==> config.mk <==
export PLATFORM = sky130hd
export DESIGN_NAME = tlv_image_decoder
export DESIGN_NICKNAME = d
export VERILOG_FILES = /design/src/hdl/tlv_pkg.sv /design/src/hdl/tlv_image_decoder.sv
export SDC_FILE = /design/constraint.sdc
export NUM_CORES = 1
export LEC_CHECK = 0
export ABC_AREA = 0
export BUFFER_PORTS_ARGS = -buffer_cell sky130_fd_sc_hd__buf_2
export CORE_MARGIN = 2
export CORE_UTILIZATION = 45
export CTS_CLUSTER_SIZE = 40
export DETAILED_ROUTE_END_ITERATION = 12
export PLACE_DENSITY = 0.69
export SLEW_MARGIN = 40
export SYNTH_ARGS = -nofsm -noshare
export SYNTH_HDL_FRONTEND = slang
export SYNTH_SLANG_ARGS = --single-unit
==> constraint.sdc <==
create_clock -name clk -period 5.3 [get_ports clk]
set_input_delay 0.53 -clock clk [delete_from_list [all_inputs] [get_ports clk]]
set_output_delay 0.53 -clock clk [all_outputs]
set_load 0.05 [all_outputs]
==> src/hdl/tlv_pkg.sv <==
// Shared types, codes and the CRC-16/CCITT-FALSE byte step for the TLV image decoder.
// No dependencies; imported by tlv_image_decoder.
package tlv_pkg;

  // Default saturation point of the image byte counter
  localparam int COUNT_LIMIT_DEF = 4096;
  // Fixed header size in bytes
  localparam int HDR_SIZE = 6;
  // Result queue depth
  localparam int QDEPTH = 4;

  localparam logic [15:0] CRC_INIT = 16'hFFFF;
  localparam logic [15:0] CRC_POLY = 16'h1021;
  localparam logic [7:0]  BLANK_BYTE = 8'hFF;

  // Result kind, carried on tuser
  typedef enum logic [1:0] {
    KIND_VALUE  = 2'd0,
    KIND_EMPTY  = 2'd1,
    KIND_STATUS = 2'd2
  } kind_t;

  // Final status codes
  typedef enum logic [2:0] {
    ST_OK          = 3'd0,
    ST_BLANK       = 3'd1,
    ST_BAD_LENGTH  = 3'd2,
    ST_BAD_MAGIC   = 3'd3,
    ST_BAD_VERSION = 3'd4,
    ST_BAD_CRC     = 3'd5,
    ST_TRUNCATED   = 3'd6
  } status_t;

  // Configuration register indexes
  typedef enum logic [2:0] {
    CFG_MAGIC_FIRST    = 3'd0,
    CFG_MAGIC_SECOND   = 3'd1,
    CFG_FORMAT_VERSION = 3'd2,
    CFG_END_TAG        = 3'd3,
    CFG_PAYLOAD_LIMIT  = 3'd4,
    CFG_IMAGE_LENGTH   = 3'd5
  } cfg_idx_t;

  // Record parser phase, one-hot
  typedef enum logic [3:0] {
    PH_TAG  = 4'b0001,
    PH_LEN  = 4'b0010,
    PH_VAL  = 4'b0100,
    PH_DONE = 4'b1000
  } phase_t;

  // One result item
  typedef struct packed {
    kind_t       kind;
    status_t     status;
    logic [7:0]  record_tag;
    logic [7:0]  record_length;
    logic [7:0]  byte_index;
    logic [7:0]  value_byte;
    logic        run_end;
  } result_t;

  // One byte of CRC-16/CCITT-FALSE, MSB first
  function automatic logic [15:0] crc_byte(input logic [15:0] crc_in, input logic [7:0] b);
    logic [15:0] c;
    c = crc_in ^ {b, 8'h00};
    for (int k = 0; k < 8; k++) begin
      if (c[15]) begin
        c = {c[14:0], 1'b0} ^ CRC_POLY;
      end else begin
        c = {c[14:0], 1'b0};
      end
    end
    return c;
  endfunction

endpackage

==> src/hdl/tlv_image_decoder.sv <==
// TLV settings image decoder: header check, CRC-16/CCITT-FALSE, record split.
// Depends on tlv_pkg (types, codes, CRC step).
//
//  channel | dir | handshake            | payload
//  --------+-----+----------------------+------------------------------------------
//  in_     | in  | in_tvalid/in_tready  | in_tdata image byte, in_tlast final byte
//  out_    | out | out_tvalid/out_tready| out_tdata record fields, out_tuser kind,
//          |     |                      | out_tlast run end (final status)
//  cfg_    | in  | cfg_valid/cfg_ready  | cfg_index register, cfg_data value
//
// One image byte per cycle while the queue has room: the header/CRC/parser step is
// combinational logic from the state registers into a 4-entry result queue, and
// results are pushed at the byte transfer. The unrolled 8-bit CRC step sets the path length.
// A byte is taken while the queue has two free entries, so a stalled consumer
// throttles the input only after results back up. Synchronous active-low reset
// clears the run state, the queue and loads the register defaults.
module tlv_image_decoder #(
  parameter int COUNT_LIMIT = tlv_pkg::COUNT_LIMIT_DEF
) (
  input  logic        clk,
  input  logic        rst_n,
  // input stream
  input  logic        in_tvalid,
  output logic        in_tready,
  input  logic [7:0]  in_tdata,    // [7:0] image_byte
  input  logic        in_tlast,    // final_byte
  // result stream
  output logic        out_tvalid,
  input  logic        out_tready,
  output logic [39:0] out_tdata,   // [2:0] status, [10:3] record_tag, [18:11] record_length,
                                   // [26:19] byte_index, [34:27] value_byte, [39:35] zero
  output logic [1:0]  out_tuser,   // [1:0] kind
  output logic        out_tlast,   // run_end
  // configuration writes
  input  logic        cfg_valid,
  output logic        cfg_ready,
  input  logic [2:0]  cfg_index,
  input  logic [12:0] cfg_data
);
  import tlv_pkg::*;

  localparam int CW = $clog2(COUNT_LIMIT + 1);
  localparam int LW = (CW > 13) ? CW : 13;
  localparam int PW = $clog2(QDEPTH);
  localparam int NW = $clog2(QDEPTH + 1);

  // configuration registers
  logic [7:0]  magic_first_r, magic_second_r, format_version_r, end_tag_r, payload_limit_r;
  logic [12:0] image_length_r;

  assign cfg_ready = 1'b1;

  always_ff @(posedge clk) begin
    if (!rst_n) begin
      magic_first_r    <= '0;
      magic_second_r   <= '0;
      format_version_r <= '0;
      end_tag_r        <= '0;
      payload_limit_r  <= 8'hFF;
      image_length_r   <= 13'd256;
    end else if (cfg_valid && cfg_ready) begin
      unique case (cfg_index)
        CFG_MAGIC_FIRST:    magic_first_r    <= cfg_data[7:0];
        CFG_MAGIC_SECOND:   magic_second_r   <= cfg_data[7:0];
        CFG_FORMAT_VERSION: format_version_r <= cfg_data[7:0];
        CFG_END_TAG:        end_tag_r        <= cfg_data[7:0];
        CFG_PAYLOAD_LIMIT:  payload_limit_r  <= cfg_data[7:0];
        CFG_IMAGE_LENGTH:   image_length_r   <= cfg_data;
        default: ;
      endcase
    end
  end

  // run state
  logic [CW-1:0] cnt_r, cnt_nxt;
  logic [15:0]   crc_r, crc_nxt;
  logic [15:0]   scrc_r, scrc_nxt;
  logic [7:0]    first_r, first_nxt;
  status_t       hst_r, hst_nxt;
  logic [7:0]    psize_r, psize_nxt;
  logic [8:0]    off_r, off_nxt;
  phase_t        ph_r, ph_nxt;
  logic [7:0]    tag_r, tag_nxt;
  logic [7:0]    len_r, len_nxt;
  logic [7:0]    vpos_r, vpos_nxt;
  logic          trunc_r, trunc_nxt;

  logic          in_xfer;
  logic          rec_v;
  result_t       rec_res, st_res;
  status_t       fin_st;
  logic [15:0]   crc_step;
  logic [9:0]    len_end;
  logic [8:0]    tag_end;
  logic [8:0]    hdr_plus;

  assign in_xfer  = in_tvalid && in_tready;
  assign crc_step = crc_byte(crc_r, in_tdata);
  assign tag_end  = off_r + 9'd2;
  assign len_end  = {1'b0, off_r} + 10'd1 + {2'b00, in_tdata};

  // per-byte header, CRC and record parser step
  always_comb begin
    cnt_nxt   = cnt_r;
    crc_nxt   = crc_r;
    scrc_nxt  = scrc_r;
    first_nxt = first_r;
    hst_nxt   = hst_r;
    psize_nxt = psize_r;
    off_nxt   = off_r;
    ph_nxt    = ph_r;
    tag_nxt   = tag_r;
    len_nxt   = len_r;
    vpos_nxt  = vpos_r;
    trunc_nxt = trunc_r;
    rec_v     = 1'b0;
    rec_res   = '0;

    if (cnt_r == CW'(0)) begin
      first_nxt = in_tdata;
    end else if (cnt_r == CW'(1)) begin
      if (first_r == BLANK_BYTE && in_tdata == BLANK_BYTE) begin
        hst_nxt = ST_BLANK;
      end else if (first_r != magic_first_r || in_tdata != magic_second_r) begin
        hst_nxt = ST_BAD_MAGIC;
      end
    end else if (cnt_r == CW'(2)) begin
      scrc_nxt = {in_tdata, 8'h00};
    end else if (cnt_r == CW'(3)) begin
      scrc_nxt = {scrc_r[15:8], in_tdata};
    end else if (cnt_r == CW'(4)) begin
      crc_nxt = crc_step;
      if (hst_r == ST_OK && in_tdata != format_version_r) hst_nxt = ST_BAD_VERSION;
    end else if (cnt_r == CW'(5)) begin
      crc_nxt   = crc_step;
      psize_nxt = in_tdata;
      if (hst_r == ST_OK && in_tdata > payload_limit_r) hst_nxt = ST_BAD_LENGTH;
    end else if (off_r < {1'b0, psize_r}) begin
      crc_nxt = crc_step;
      off_nxt = off_r + 9'd1;
      unique case (ph_r)
        PH_TAG: begin
          if (in_tdata == end_tag_r) begin
            ph_nxt = PH_DONE;
          end else if (tag_end > {1'b0, psize_r}) begin
            trunc_nxt = 1'b1;
            ph_nxt    = PH_DONE;
          end else begin
            tag_nxt = in_tdata;
            ph_nxt  = PH_LEN;
          end
        end
        PH_LEN: begin
          len_nxt = in_tdata;
          if (len_end > {2'b00, psize_r}) begin
            trunc_nxt = 1'b1;
            ph_nxt    = PH_DONE;
          end else if (in_tdata == 8'd0) begin
            rec_v              = 1'b1;
            rec_res.kind       = KIND_EMPTY;
            rec_res.record_tag = tag_r;
            ph_nxt             = PH_TAG;
          end else begin
            vpos_nxt = '0;
            ph_nxt   = PH_VAL;
          end
        end
        PH_VAL: begin
          rec_v                 = 1'b1;
          rec_res.kind          = KIND_VALUE;
          rec_res.record_tag    = tag_r;
          rec_res.record_length = len_r;
          rec_res.byte_index    = vpos_r;
          rec_res.value_byte    = in_tdata;
          vpos_nxt              = vpos_r + 8'd1;
          if (vpos_nxt >= len_r) ph_nxt = PH_TAG;
        end
        PH_DONE: ;
        default: ;
      endcase
    end

    if (cnt_r < CW'(COUNT_LIMIT)) cnt_nxt = cnt_r + CW'(1);
  end

  // final status from the updated state
  assign hdr_plus = 9'(HDR_SIZE) + {1'b0, psize_nxt};

  always_comb begin
    if (LW'(cnt_nxt) < LW'(image_length_r) || LW'(cnt_nxt) < LW'(hdr_plus)) begin
      fin_st = ST_BAD_LENGTH;
    end else if (hst_nxt != ST_OK) begin
      fin_st = hst_nxt;
    end else if (crc_nxt != scrc_nxt) begin
      fin_st = ST_BAD_CRC;
    end else if (trunc_nxt) begin
      fin_st = ST_TRUNCATED;
    end else begin
      fin_st = ST_OK;
    end
    st_res         = '0;
    st_res.kind    = KIND_STATUS;
    st_res.status  = fin_st;
    st_res.run_end = 1'b1;
  end

  // state registers; a final byte returns the run to its start
  always_ff @(posedge clk) begin
    if (!rst_n || (in_xfer && in_tlast)) begin
      cnt_r   <= '0;
      crc_r   <= CRC_INIT;
      scrc_r  <= '0;
      first_r <= '0;
      hst_r   <= ST_OK;
      psize_r <= '0;
      off_r   <= '0;
      ph_r    <= PH_TAG;
      tag_r   <= '0;
      len_r   <= '0;
      vpos_r  <= '0;
      trunc_r <= 1'b0;
    end else if (in_xfer) begin
      cnt_r   <= cnt_nxt;
      crc_r   <= crc_nxt;
      scrc_r  <= scrc_nxt;
      first_r <= first_nxt;
      hst_r   <= hst_nxt;
      psize_r <= psize_nxt;
      off_r   <= off_nxt;
      ph_r    <= ph_nxt;
      tag_r   <= tag_nxt;
      len_r   <= len_nxt;
      vpos_r  <= vpos_nxt;
      trunc_r <= trunc_nxt;
    end
  end

  // result queue: up to two pushes per byte, one pop per cycle
  result_t         q_mem [QDEPTH];
  logic [PW-1:0]   wr_ptr_r, rd_ptr_r;
  logic [NW-1:0]   fill_r, fill_nxt;
  logic            push_a, push_b, pop;
  result_t         ent_a;
  logic [1:0]      n_push;

  assign in_tready = (fill_r <= NW'(QDEPTH - 2));
  assign pop       = out_tvalid && out_tready;
  assign push_a    = in_xfer && (rec_v || in_tlast);
  assign push_b    = in_xfer && rec_v && in_tlast;
  assign ent_a     = rec_v ? rec_res : st_res;
  assign n_push    = {1'b0, push_a} + {1'b0, push_b};
  assign fill_nxt  = fill_r + NW'(n_push) - NW'(pop);

  always_ff @(posedge clk) begin
    if (push_a) q_mem[wr_ptr_r] <= ent_a;
    if (push_b) q_mem[wr_ptr_r + PW'(1)] <= st_res;
  end

  always_ff @(posedge clk) begin
    if (!rst_n) begin
      wr_ptr_r <= '0;
      rd_ptr_r <= '0;
      fill_r   <= '0;
    end else begin
      wr_ptr_r <= wr_ptr_r + PW'(n_push);
      if (pop) rd_ptr_r <= rd_ptr_r + PW'(1);
      fill_r <= fill_nxt;
    end
  end

  // output packing
  result_t head;
  assign head       = q_mem[rd_ptr_r];
  assign out_tvalid = (fill_r != '0);
  assign out_tdata  = {5'b0, head.value_byte, head.byte_index, head.record_length,
                       head.record_tag, head.status};
  assign out_tuser  = head.kind;
  assign out_tlast  = head.run_end;

endmodule

After elaboration in Yosys (flattened, before gate mapping)

Memory sizes are Yosys's and may differ from the RTL's. A register that Yosys moved wholly into a read port is not among the register bits.
Index checks and enable logic that the tools add are counted.

Add/subtract/negate cells: 13
Magnitude comparators: 9
Eq/ne operators: 23
Muxes and demuxes: 98
Bitwise gates (word level): 17
Reductions and logical operators: 34

Operators by type and width:

| operator                | number |
|---|---|
| $mux W32                | 7 |
| $mux W16                | 10 |
| $mux W13                | 9 |
| $mux W8                 | 11 |
| $mux W3                 | 15 |
| $mux W38                | 1 |
| $mux W1                 | 33 |
| $pmux W8 S2             | 2 |
| $eq A13 B2 Y1 const B   | 2 |
| $eq A13 B3 Y1 const B   | 2 |
| $mux W24                | 1 |
| $ne A8 B8 Y1            | 3 |
| $not A3 Y3              | 8 |
| $reduce_and A11 Y1      | 2 |
| $eq A8 B8 Y1 const B    | 2 |
| $mux W4                 | 4 |
| $ne A16 B16 Y1          | 1 |
| $xor A16 B16 Y16        | 1 |
| $reduce_and A2 Y1       | 7 |
| $add A13 B1 Y13 const B | 1 |
| $eq A13 B1 Y1 const B   | 1 |
| $logic_not A13 Y1       | 1 |
| $lt A13 B13 Y1          | 1 |
| $lt A13 B13 Y1 const B  | 1 |
| other kinds (40)        | 68 |

Register bits after elaboration: 162
Bits in writable memories: 152
Bits of input ports: 30
Output and inout port bits: 46
Memories: 1

Memories:

| name  | depth | bits a word | read ports | clocked after memory_dff | wr ports | RTL line                 | RTL |
|---|---|---|---|---|---|---|---|
| q_mem | 4     | 38          | 1          | 1                        | 2        | tlv_image_decoder.sv:239 | `result_t q_mem [QDEPTH];` |

Logic depth before layout (Yosys ltp)

Gate-level depths: netlist of the first run.

Word-level depth: 29
Gate-level depth with buffers: 27
Depth with buffers taken out: 25

Least setup slack after synthesis of the first run

No wires, ideal clock.

Kind: input-to-reg
Start point: input port in_tdata[0]
End point: register fill_r[2]
Arrival: 4,970 ps
Data required time: 5,185 ps
Path slack: 215 ps
Stages on the path: 26
Buffers on the path: 3
Cells stage by stage: clkbuf_1 clkbuf_1 inv_1 ha_1 inv_1 fa_1 a21o_1 a221oi_1 xnor2_1 ha_1 nand4_1 nor2_1 a21oi_1 o21ai_0 nand4_1 a21o_1 buf_2 a21oi_1 ha_1 inv_1 ha_1 inv_1 ha_1 fa_1 xnor2_1 and2_1

Cells in the longest elaborated chain, start to end: 16
Elaborated cells on any way between the ends: 20
Those cells by class: add/sub (4); order compare (1); mux (10); reduce/logical (5)

RTL lines:

| element                                                   | RTL line                                           | RTL |
|---|---|---|
| start, declared                                           | tlv_image_decoder.sv:25                            | `input logic [7:0] in_tdata,` |
| $add A10 B8 Y10 or $logic_not A8 Y1 (tied branches)       | tlv_image_decoder.sv:100, tlv_image_decoder.sv:158 |  |
| $gt A10 B8 Y1 or $mux W1 (tied branches)                  | tlv_image_decoder.sv:155, tlv_image_decoder.sv:158 |  |
| $mux W1 *                                                 | tlv_image_decoder.sv:155                           | `if (len_end > {2'b00, psize_r}) begin` |
| $pmux W1 S2 *                                             | tlv_image_decoder.sv:141                           | `unique case (ph_r)` |
| $mux W1 *                                                 | tlv_image_decoder.sv:138                           | `end else if (off_r < {1'b0, psize_r}) begin` |
| $mux W1 *                                                 | tlv_image_decoder.sv:134                           | `end else if (cnt_r == CW'(5)) begin` |
| $mux W1 *                                                 | tlv_image_decoder.sv:131                           | `end else if (cnt_r == CW'(4)) begin` |
| $mux W1 *                                                 | tlv_image_decoder.sv:129                           | `end else if (cnt_r == CW'(3)) begin` |
| $mux W1 *                                                 | tlv_image_decoder.sv:127                           | `end else if (cnt_r == CW'(2)) begin` |
| $mux W1 *                                                 | tlv_image_decoder.sv:121                           | `end else if (cnt_r == CW'(1)) begin` |
| $mux W1 *                                                 | tlv_image_decoder.sv:119                           | `if (cnt_r == CW'(0)) begin` |
| $logic_or A1 B1 Y1 or $logic_and A1 B1 Y1 (tied branches) | tlv_image_decoder.sv:248, tlv_image_decoder.sv:249 |  |
| $logic_and A1 B1 Y1 (on tied branches)                    | tlv_image_decoder.sv:248, tlv_image_decoder.sv:249 |  |
| $add A1 B1 Y2 *                                           | tlv_image_decoder.sv:251                           | `assign n_push = {1'b0, push_a} + {1'b0, push_b};` |
| $add A3 B2 Y3 *                                           | tlv_image_decoder.sv:252                           | `assign fill_nxt = fill_r + NW'(n_push) - NW'(pop);` |
| $sub A3 B1 Y3 *                                           | tlv_image_decoder.sv:252                           |  |
| end signal, assigned                                      | tlv_image_decoder.sv:267                           | `fill_r <= fill_nxt;` |
| end, declared                                             | tlv_image_decoder.sv:241                           | `logic [NW-1:0] fill_r, fill_nxt;` |

Mark *: on every way between the ends. The rest lies on a longest branch, timed or not.
A chain may end at the register's enable or synchronous reset.

Worst setup path after layout of the first run

Start point: register off_r[0]
End point: register fill_r[2]

Cells in the longest elaborated chain, start to end: 17
Elaborated cells on any way between the ends: 20
Those cells by class: add/sub (5); order compare (2); mux (9); reduce/logical (4)

RTL lines:

| element                                                   | RTL line                                           | RTL |
|---|---|---|
| start, declared                                           | tlv_image_decoder.sv:81                            | `logic [8:0] off_r, off_nxt;` |
| start signal, assigned                                    | tlv_image_decoder.sv:229                           | `off_r <= off_nxt;` |
| $add A9 B1 Y10                                            | tlv_image_decoder.sv:100                           | `assign len_end = {1'b0, off_r} + 10'd1 + {2'b00, in_tdata};` |
| $add A10 B8 Y10                                           | tlv_image_decoder.sv:100                           |  |
| $gt A10 B8 Y1                                             | tlv_image_decoder.sv:155                           |  |
| $mux W1                                                   | tlv_image_decoder.sv:155                           |  |
| $pmux W1 S2                                               | tlv_image_decoder.sv:141                           |  |
| $mux W1 *                                                 | tlv_image_decoder.sv:138                           |  |
| $mux W1 *                                                 | tlv_image_decoder.sv:134                           |  |
| $mux W1 *                                                 | tlv_image_decoder.sv:131                           |  |
| $mux W1 *                                                 | tlv_image_decoder.sv:129                           |  |
| $mux W1 *                                                 | tlv_image_decoder.sv:127                           |  |
| $mux W1 *                                                 | tlv_image_decoder.sv:121                           |  |
| $mux W1 *                                                 | tlv_image_decoder.sv:119                           |  |
| $logic_or A1 B1 Y1 or $logic_and A1 B1 Y1 (tied branches) | tlv_image_decoder.sv:248, tlv_image_decoder.sv:249 |  |
| $logic_and A1 B1 Y1 (on tied branches)                    | tlv_image_decoder.sv:248, tlv_image_decoder.sv:249 |  |
| $add A1 B1 Y2 *                                           | tlv_image_decoder.sv:251                           |  |
| $add A3 B2 Y3 *                                           | tlv_image_decoder.sv:252                           |  |
| $sub A3 B1 Y3 *                                           | tlv_image_decoder.sv:252                           |  |

Marks and branches as above.

==> impl_metrics.ini, run 1 <==
[cts]
cts_max_path_buffers = 3
hold_buffers = 0
cts_resized = 0
cts_max_level = 2
postCtsSetupBuffers = 0
cts-root-buf = clkbuf_16
cts_tree = yes
cts_sinks = 312
clk_pin_slew_ns = 0.06
cts_made_buffers = 37
clkLatencyLatePin_ns = 0.57

[global_routing]
gr-total-overflow = 0
grt_first_pass_wirelength_mm = 74.44
grt_max_degree = 64
grt_pass1_vias = 13968
grt_usage_pct = 24.08
antenna_found_initial = 0

[run]
maxCapViolations = 0

[min_path]
min_path_type = in2reg
hp-start = cfg_data[8]

[route]
vias_per_cell = 5.692
drc = 0
wire_per_inst_um = 18.51
antenna_left = 0
dr_wl_met2_mm = 22.35
drt_iter0_markers = 1054
top_layer_used = met4
dr.pass1.iters = 6
vias = 14327
wl_met1_mm = 20.34
met3_length_mm = 2.931
wl_mm = 46.59

[sta]
skew_ns = 0.02982
setup_viol = 0
slew_viol_final = 0
max_freq_mhz = 209.4
hold_viol = 0
fin_setup_tns_ns = 0
worstMarginPinSlew_ns = 0.8210
grt_setup_unrepaired = false
layout_min_cycle_time_ns = 4.775
hold_slack_ns = 0.2186
slew_headroom_pct = 44.76
min_period_over_period_pct = 90.10

[setup_path]
criticalPathCategory = reg2reg
start_kind = flip-flop
setup.worst_path.end_class = flip-flop
reg2reg_depth = 22
endpoint = fill_r[2]$_SDFF_PN0_
r2r_setup_slack_ns = 0.52
arrival_ns = 5.23
startpoint = off_r[0]$_SDFFE_PP0P_
timing.rr.end = fill_r[2]$_SDFF_PN0_
crit_required_ns = 5.76
crit_fanout = 3
reg2reg_from = off_r[0]$_SDFFE_PP0P_

[power_and_ir_drop]
vdd_drop_max_v = 0.0002282
finalPower_mw = 6.302
power-per-cell-area_mw_per_mm2 = 335.9
leakage_nw = 7.309

[yosys]
async_flop_share_pct = 0
synth-main-ff-cell = dfxtp_1
ys_seq_elements = 312
yosysWarnings = 0
syn_inst = 2004
synth_most_common_cell = nand2_1
syn-cell-area_mm2 = 0.01677
synth_common_cells = nand2_1 (430), dfxtp_1 (300), a21oi_1 (200), nor2_1 (109), clkbuf_1 (98)
yosysUniqueCellTypes = 76
synth_largest_type_area_fraction_pct = 35.80
syn-mean-instance-area_um2 = 8.370
synth_area_leader_cell = dfxtp_1
yosysSeqAreaShare_pct = 37.95
yosys-top-cells-area = dfxtp_1 (36%), nand2_1 (9.6%), a21oi_1 (6.0%), ha_1 (6.0%), mux4_2 (5.0%)
synth_edf_count = 12

[finish]
finish.utilization_pct = 51.13
area_growth_syn_to_layout_pct = 11.86
layout-drive-gt1-share_pct = 11.62
layout.nets = 2131

[floorplanning]
ioPinCount = 76
die_x_um = 197.1
rows = 70
die_h_um = 197.1
dieArea_mm2 = 0.03883
coreArea_mm2 = 0.03670
start_util_pct = 45.71

[placed_design]
hpwl_mm = 30.75
routabilityCongestion = 0.9210
io_buffers = 69

[run_status]
status = complete, no violations
area by class of cell:
| cell class | count | area [µm²] |
|---|---|---|
| Fill cell | 3433 | 17930 |
| Multi-Input combinational cell | 1499 | 9676 |
| Sequential cell | 312 | 6374 |
| Clock buffer | 56 | 1077 |
| Timing Repair Buffer | 109 | 674.4 |
| Tap cell | 468 | 585.6 |
| Inverter | 60 | 225.2 |
| Clock inverter | 12 | 148.9 |
| Antenna cell | 1 | 2.502 |
layer usage:
layer / track usage (%) / up-vias
met3: 4.320 / 67
met5: 0 / -
met1: 31.34 / 6875
met4: 7.045 / 0
li1: - / 6911
met2: 40.87 / 474
critical path: stages (launching register included):
cell,delay [ns]
dfxtp_1,0.33
inv_1,0.16
ha_1,0.20
inv_1,0.06
fa_1,0.40
a21o_1,0.23
a221oi_1,0.37
xnor2_1,0.12
ha_1,0.21
a211oi_1,0.27
o21ai_0,0.11
o21ai_0,0.25
nand4_1,0.23
a21o_1,0.26
a21oi_1,0.15
ha_1,0.17
inv_1,0.05
ha_1,0.26
inv_1,0.04
ha_1,0.18
fa_1,0.38
xnor2_1,0.13
and2_1,0.15
layout by cell type (no fill, tap or decap), drive strengths merged, types with 3 or more instances in the layout:
cell / count
a22oi: 5
o21a: 8
a211o: 5
mux2i: 47
mux4: 37
nand2b: 12
ha: 80
o21bai: 3
a211oi: 18
or3b: 3
edfxtp: 12
nor4b: 5
o211ai: 22
xor2: 73
nand2: 431
clkinv: 8
buf: 109
a31oi: 4
and3: 21
or3: 10
nor2b: 13
conb: 6
and2: 31
o21ai: 40
xnor2: 63
clkbuf: 56
nand3b: 5
a21boi: 48
a2111oi: 3
or4: 3
nand3: 74
dfxtp: 300
a21oi: 201
or2: 4
nor2: 109
nand4: 23
nor4: 15
a21o: 18
nor3: 32
inv: 61
kinds of logic (layout without fill, tap and decap cells):
| group | after synthesis | after routing | share of synthesized area [%] |
|---|---|---|---|
| simple gates | 795 | 795 | 21.35 |
| other cells | 2 | 7 | 0.04477 |
| compound gates | 393 | 393 | 14.43 |
| buf+inv | 197 | 237 | 4.826 |
| mux | 86 | 86 | 7.907 |
| fa+ha+maj | 82 | 82 | 6.206 |
| flops | 312 | 312 | 37.95 |
| xor+xnor | 137 | 137 | 7.288 |
worst min-delay path by stage:
stage               cells after the start                         endpoint
floorplan                               2         q_mem[0][0]$_SDFFE_PP1P_
global placement                        2         q_mem[1][0]$_SDFFE_PP1P_
detailed placement                      2         q_mem[3][0]$_SDFFE_PP1N_
CTS                                     3   image_length_r[8]$_SDFFE_PN1P_
global route                            3  image_length_r[12]$_SDFFE_PN0P_
finish                                  3   image_length_r[8]$_SDFFE_PN1P_
metrics by stage:
step,cells,cell area (µm²),worst slack (ns)
6_report,2517,18760,0.5249
5_1_grt,2516,18760,0.1373
4_1_cts,2516,18750,0.5754
3_5_place_dp,2448,17520,0.3296
3_3_place_gp,2447,17490,0.4672
2_1_floorplan,2008,16790,0.2155
flip-flops by register name, summed over array words and instances, names as in the netlist, named ones only:
register	cells
magic_second_r	8
end_tag_r	8
psize_r	8
trunc_r	1
cnt_r	13
len_r	8
scrc_r	16
ph_r	4
hst_r	3
off_r	9
tag_r	8
payload_limit_r	8
fill_r	3
crc_r	16
magic_first_r	8
first_r	8
vpos_r	8
q_mem	148
format_version_r	8
rd_ptr_r	2
wr_ptr_r	2
image_length_r	13
power breakdown:
part / internal (mW) / switching [mW]
clock: 1.48 / 1.06
combinational: 0.437 / 0.755
sequential: 2.45 / 0.125
(Power assumes the default switching activity.)
==> run 2, diff against run 1 <==
- CELL_PAD_IN_SITES_DETAIL_PLACEMENT: default -> 1
- CELL_PAD_IN_SITES_GLOBAL_PLACEMENT: default -> 1
- CORE_UTILIZATION: 45 -> 43
- PLACE_DENSITY: 0.69 -> 0.82
==> run 2 against run 1 <==
Compared with the run above: first-iteration DRC count down 15%; count of clock-buffer cells in the layout down 6; final cell count up 1.9%; hold slack better by 0.027 ns; combinational power up 7%; utilization down 2.4 points; global-route usage up 1.9 points; wire length up 14%; total power up 1.2%; die area up 4.6%; worst setup slack worse by 0.062 ns; clock power about the same.
==> impl_metrics.ini, run 2 (synthesized netlist as in run 1, its figures left out) <==
[run]
maxCapViolations = 0

[setup_path]
arrival_ns = 5.30
path_cells = inv_1 -> ha_1 -> inv_1 -> fa_1 -> a21o_1 -> a221oi_1 -> xnor2_1 -> ha_1 -> o21a_1 -> nor2_1 -> a21oi_1 -> o21ai_0 -> nand4_1 -> a21o_1 -> a21oi_1 -> ha_1 -> inv_1 -> ha_1 -> inv_1 -> ha_1 -> fa_1 -> xnor2_1 -> and2_1
crit_slowest_cell = a221oi_1
reg2reg_depth = 23
setup.worst_path.end_class = flip-flop
startpoint = off_r[0]$_SDFFE_PP0P_
path_common_cell = ha_1
timing.rr.end = fill_r[2]$_SDFF_PN0_
crit_fanout = 3
reg2reg_from = off_r[0]$_SDFFE_PP0P_
r2r_setup_slack_ns = 0.46
max_stage_delay_ns = 0.42
crit_required_ns = 5.76
start_kind = flip-flop
criticalPathCategory = reg2reg

[sta]
slew_headroom_pct = 46.66
fin_setup_tns_ns = 0
setup_viol = 0
layout_min_cycle_time_ns = 4.837
max_freq_mhz = 206.8
slew_viol_final = 0
hold_slack_ns = 0.2455
hold_viol = 0
min_period_over_period_pct = 91.26
grt_setup_unrepaired = false
skew_ns = 0.03885
worstMarginPinSlew_ns = 0.7928

[placed_design]
hpwl_mm = 35.14
routabilityCongestion = 0.8748
io_buffers = 69
place_inst = 2498
placed_cell_area_mm2 = 0.01755

[finish]
finish.utilization_pct = 48.73
final_common_cell = nand2_1
layout.nets = 2131
stdcell_count = 2565
fill_cells = 4643
stdcell_area_mm2 = 0.01879
largest_reg_flops = 148
area_growth_syn_to_layout_pct = 12.02
top_regs = q_mem (148), crc_r (16), scrc_r (16)
n_antenna_cell = 0
layout-drive-gt1-share_pct = 11.82
largest_register = q_mem
layout.cells.most_common_list = nand2_1 (428), dfxtp_1 (297), a21oi_1 (200), nor2_1 (104), ha_1 (80)

[route]
wire_per_inst_um = 20.74
vias_per_cell = 5.770
wl_mm = 53.20
antenna_left = 0
drt_iter0_markers = 895
dr.pass1.iters = 6
vias = 14799
drc = 0

[global_routing]
antenna_found_initial = 1
gr-total-overflow = 0
grt_pass1_vias = 15626
grt_first_pass_wirelength_mm = 84.27
grt_usage_pct = 25.96
grt_max_degree = 64

[cts]
cts_tree = yes
cts_resized = 0
cts_max_path_buffers = 3
postCtsSetupBuffers = 0
clkLatencyLatePin_ns = 0.56
hold_buffers = 0
cts_sinks = 312
cts-root-buf = clkbuf_16
cts_max_level = 2
clk_pin_slew_ns = 0.07
cts_made_buffers = 37

[run_status]
status = complete, no violations

[floorplanning]
start_util_pct = 43.50
dieArea_mm2 = 0.04060
rows = 72
die_h_um = 201.5
coreArea_mm2 = 0.03856
ioPinCount = 76
die_x_um = 201.5

[min_path]
worst_hold_path.num_cells = 3
min_to = image_length_r[8]$_SDFFE_PN1P_
hp-start = cfg_data[8]
min_path_type = in2reg

[power_and_ir_drop]
leakage_nw = 7.313
vdd_drop_max_v = 0.0002372
power-per-cell-area_mw_per_mm2 = 339.6
==> run 2: worst max path at each step <==
| stage | endpoint | cells after the start | slack (ns) |
|---|---|---|---|
| after detailed placement | fill_r[2]$_SDFF_PN0_ | 24 | 0.25 |
| final | fill_r[2]$_SDFF_PN0_ | 23 | 0.46 |
| after floorplan | fill_r[2]$_SDFF_PN0_ | 26 | 0.22 |
| after global placement | fill_r[2]$_SDFF_PN0_ | 24 | 0.43 |
| after global routing | fill_r[2]$_SDFF_PN0_ | 22 | 0.06 |
| after CTS | fill_r[2]$_SDFF_PN0_ | 22 | 0.48 |
==> run 2: through the flow <==
stage	total power [mW]	worst slack, ns
4_1_cts	6.409	0.4801
5_1_grt	6.623	0.05587
6_report	6.381	0.4633
3_5_place_dp	3.847	0.2489
2_1_floorplan	3.505	0.2155
3_3_place_gp	3.805	0.4336
==> run 2: worst max-delay path: cells and delay by family (launching register included) <==
| family | cells | cell delay (ns) |
|---|---|---|
| AO/OA/AOI/OAI | 7 | 1.44 |
| buffers and inverters | 4 | 0.29 |
| XOR/XNOR | 2 | 0.32 |
| adder cells (fa/ha/maj) | 7 | 1.84 |
| AND/OR/NAND/NOR | 3 | 0.53 |
| flip-flops | 1 | 0.33 |
==> run 2: cell type report <==
type	count	area (µm²)	share of cell area, %
Clock buffer	50	1056	5.620
Clock inverter	17	165.2	0.8790
Inverter	60	225.2	1.199
Multi-Input combinational cell	1499	9677	51.50
Sequential cell	312	6372	33.91
Tap cell	518	648.1	3.449
Timing Repair Buffer	109	645.6	3.436
==> run 2: where the power goes <==
part | internal (mW) | switching [mW] | leakage [nW]
Sequential | 2.45 | 0.0925 | 2.54
Clock | 1.51 | 1.06 | 0.606
Combinational | 0.438 | 0.833 | 4.16
Total | 4.39 | 1.99 | 7.31
==> run 2: routing by layer <==
metal  share of wire, %  up-vias  GRT usage [%]
li1                   -     6891              -
met1                 41     7358          30.85
met2                 50      399          46.55
met3                4.9      149          4.114
met4                4.1        2          10.58
met5              0.024        -              0
==> run 3, diff against run 2 <==
- BUFFER_PORTS_ARGS: -buffer_cell sky130_fd_sc_hd__buf_2 -> default
- CORE_UTILIZATION: 43 -> 44
- DONT_BUFFER_PORTS: default -> 1
- PLACE_DENSITY: 0.82 -> 0.81
==> run 3 against run 2 <==
Compared with the run above: clock skew fell by 0.021 ns; via count fell by 3.3%; register-to-register slack improved by 0.08 ns; total power fell by 0.50%; combinational power fell by 9%; fmax rose by 1.7%; final area fell by 2.3%; sequential share of layout area rose by 0.78 points; non-clock buffer count fell by 81; worst setup slack improved by 0.082 ns; count of clock-buffer cells in the layout fell by 1.
==> impl_metrics.ini, run 3 (synthesized netlist as in run 1, its figures left out) <==
[run]
maxCapViolations = 0

[power_and_ir_drop]
p_sw_share_pct = 30.48
leakage_nw = 6.929
power-per-cell-area_mw_per_mm2 = 345.9
p_seq_share_pct = 40.5
pwr-share-comb_pct = 18.1
p_clk_share_pct = 41.4
switchingPower_mw = 1.935
p_int_mw = 4.413
vdd_drop_max_v = 0.0002005

[route]
wire_per_inst_um = 21.05
drc = 0
antenna_left = 0
vias_per_cell = 5.787
wl_mm = 52.07
dr.pass1.iters = 5
drt_iter0_markers = 727
vias = 14317

[sta]
slew_viol_final = 0
min_period_over_period_pct = 89.72
worstMarginPinSlew_ns = 0.8538
fin_setup_tns_ns = 0
setup_viol = 0
hold_viol = 0
hold_slack_ns = 0.09877
layout_min_cycle_time_ns = 4.755
slew_headroom_pct = 42.56
grt_setup_unrepaired = false
skew_ns = 0.01803
max_freq_mhz = 210.3

[finish]
fill_cells = 4429
largest_register = q_mem
area_growth_syn_to_layout_pct = 9.436
n_antenna_cell = 0
top_regs = q_mem (148), crc_r (16), scrc_r (16)
final_common_cell = nand2_1
layout-drive-gt1-share_pct = 8.049
largest_reg_flops = 148
layout.cells.most_common_list = nand2_1 (429), dfxtp_1 (298), a21oi_1 (200), nor2_1 (105), ha_1 (80)
layout.nets = 2050

[floorplanning]
die_x_um = 199.3
dieArea_mm2 = 0.03970
start_util_pct = 44.64
rows = 71
coreArea_mm2 = 0.03758
ioPinCount = 76
die_h_um = 199.3

[run_status]
status = complete, no violations

[cts]
cts_max_level = 2
cts_sinks = 312
cts-root-buf = clkbuf_16
cts_made_buffers = 37
postCtsSetupBuffers = 0
cts_tree = yes
hold_buffers = 0
cts_resized = 0
cts_max_path_buffers = 3
clkLatencyLatePin_ns = 0.55
clk_pin_slew_ns = 0.06

[setup_path]
setup.worst_path.end_class = flip-flop
crit_fanout = 8
crit_required_ns = 5.73
start_kind = flip-flop
arrival_ns = 5.19
criticalPathCategory = reg2reg

[global_routing]
grt_first_pass_wirelength_mm = 81.71
grt_max_degree = 64
gr-total-overflow = 0
antenna_found_initial = 0
grt_usage_pct = 26.23
grt_pass1_vias = 15083

[placed_design]
routabilityCongestion = 0.8545
io_buffers = 0
hpwl_mm = 34.30

[min_path]
min_path_type = in2reg
run 3: cell types whose count changed in the layout (fill, tap and decap cells not counted), sizes merged:
cell      previous run  this run
buf                109        28
clkinvlp             1         2
clkbuf              50        49
clkinv              14        10
bufinv               2         3
run 3: path summary, 6_finish.rpt:
path | end | start | slack (ns) | cells past startpoint
worst max register to register | fill_r[2]$_SDFF_PN0_ | off_r[1]$_SDFFE_PP0P_ | 0.54 | 22
worst max-delay path | fill_r[2]$_SDFF_PN0_ | off_r[1]$_SDFFE_PP0P_ | 0.54 | 22
worst min-delay path | image_length_r[8]$_SDFFE_PN1P_ | rst_n | 0.1 | 1
worst min register to register | q_mem[0][11]$_SDFFE_PP0P_ | q_mem[0][11]$_SDFFE_PP0P_ | 0.45 | 2
run 3: final cells by class:
class                   count  area, µm²  share of cell area (%)
clock buffers              49       1052                   5.732
clock inverters            15      188.9                   1.029
inverters                  60      225.2                   1.227
multi-input cells        1499       9672                   52.69
flip-flops and latches    312       6369                   34.69
well taps                 511      639.4                   3.483
repair buffers             28      210.2                   1.145
run 3: metrics by stage:
step | instances | utilization (%) | power, mW | setup slack, ns | instance area [µm²]
CTS | 2474 | 48.85 | 6.385 | 0.5545 | 18360
finish | 2474 | 48.85 | 6.349 | 0.5449 | 18360
global route | 2474 | 48.85 | 6.592 | 0.1460 | 18360
floorplan | 2008 | - | 3.505 | 0.2155 | 16790
global placement | 2410 | 45.49 | 3.717 | 0.5734 | 17100
detailed placement | 2410 | 45.55 | 3.761 | 0.3776 | 17120
run 3: power by group through the flow:
stage / Sequential, mW / Combinational, mW / Clock, mW
6_report: 2.57 / 1.15 / 2.63
5_1_grt: 2.58 / 1.26 / 2.75
4_1_cts: 2.57 / 1.15 / 2.66
3_5_place_dp: 2.62 / 1.14 / 0
3_3_place_gp: 2.61 / 1.10 / 0
2_1_floorplan: 2.54 / 0.961 / 0
run 3: critical path, cell delays in order, from the launching register on:
cell,delay [ns]
dfxtp_1,0.51
ha_1,0.30
nor2b_1,0.14
o211ai_1,0.22
a31oi_1,0.21
o21a_1,0.22
nor2_1,0.11
xnor2_1,0.13
ha_1,0.28
a211oi_1,0.21
o21ai_0,0.11
o21ai_0,0.22
nand4_1,0.21
a21o_1,0.24
a21oi_1,0.16
ha_1,0.16
inv_1,0.05
ha_1,0.26
inv_1,0.04
ha_1,0.19
fa_1,0.38
xnor2_1,0.14
and2_1,0.15
run 3: metal layers:
layer / GRT usage, % / routed length (µm) / vias up
li1: - / - / 6725
met1: 31.47 / 21860 / 7146
met2: 47.58 / 26140 / 357
met3: 3.899 / 2658 / 89
met4: 9.038 / 1414 / 0
met5: 0 / 0 / -
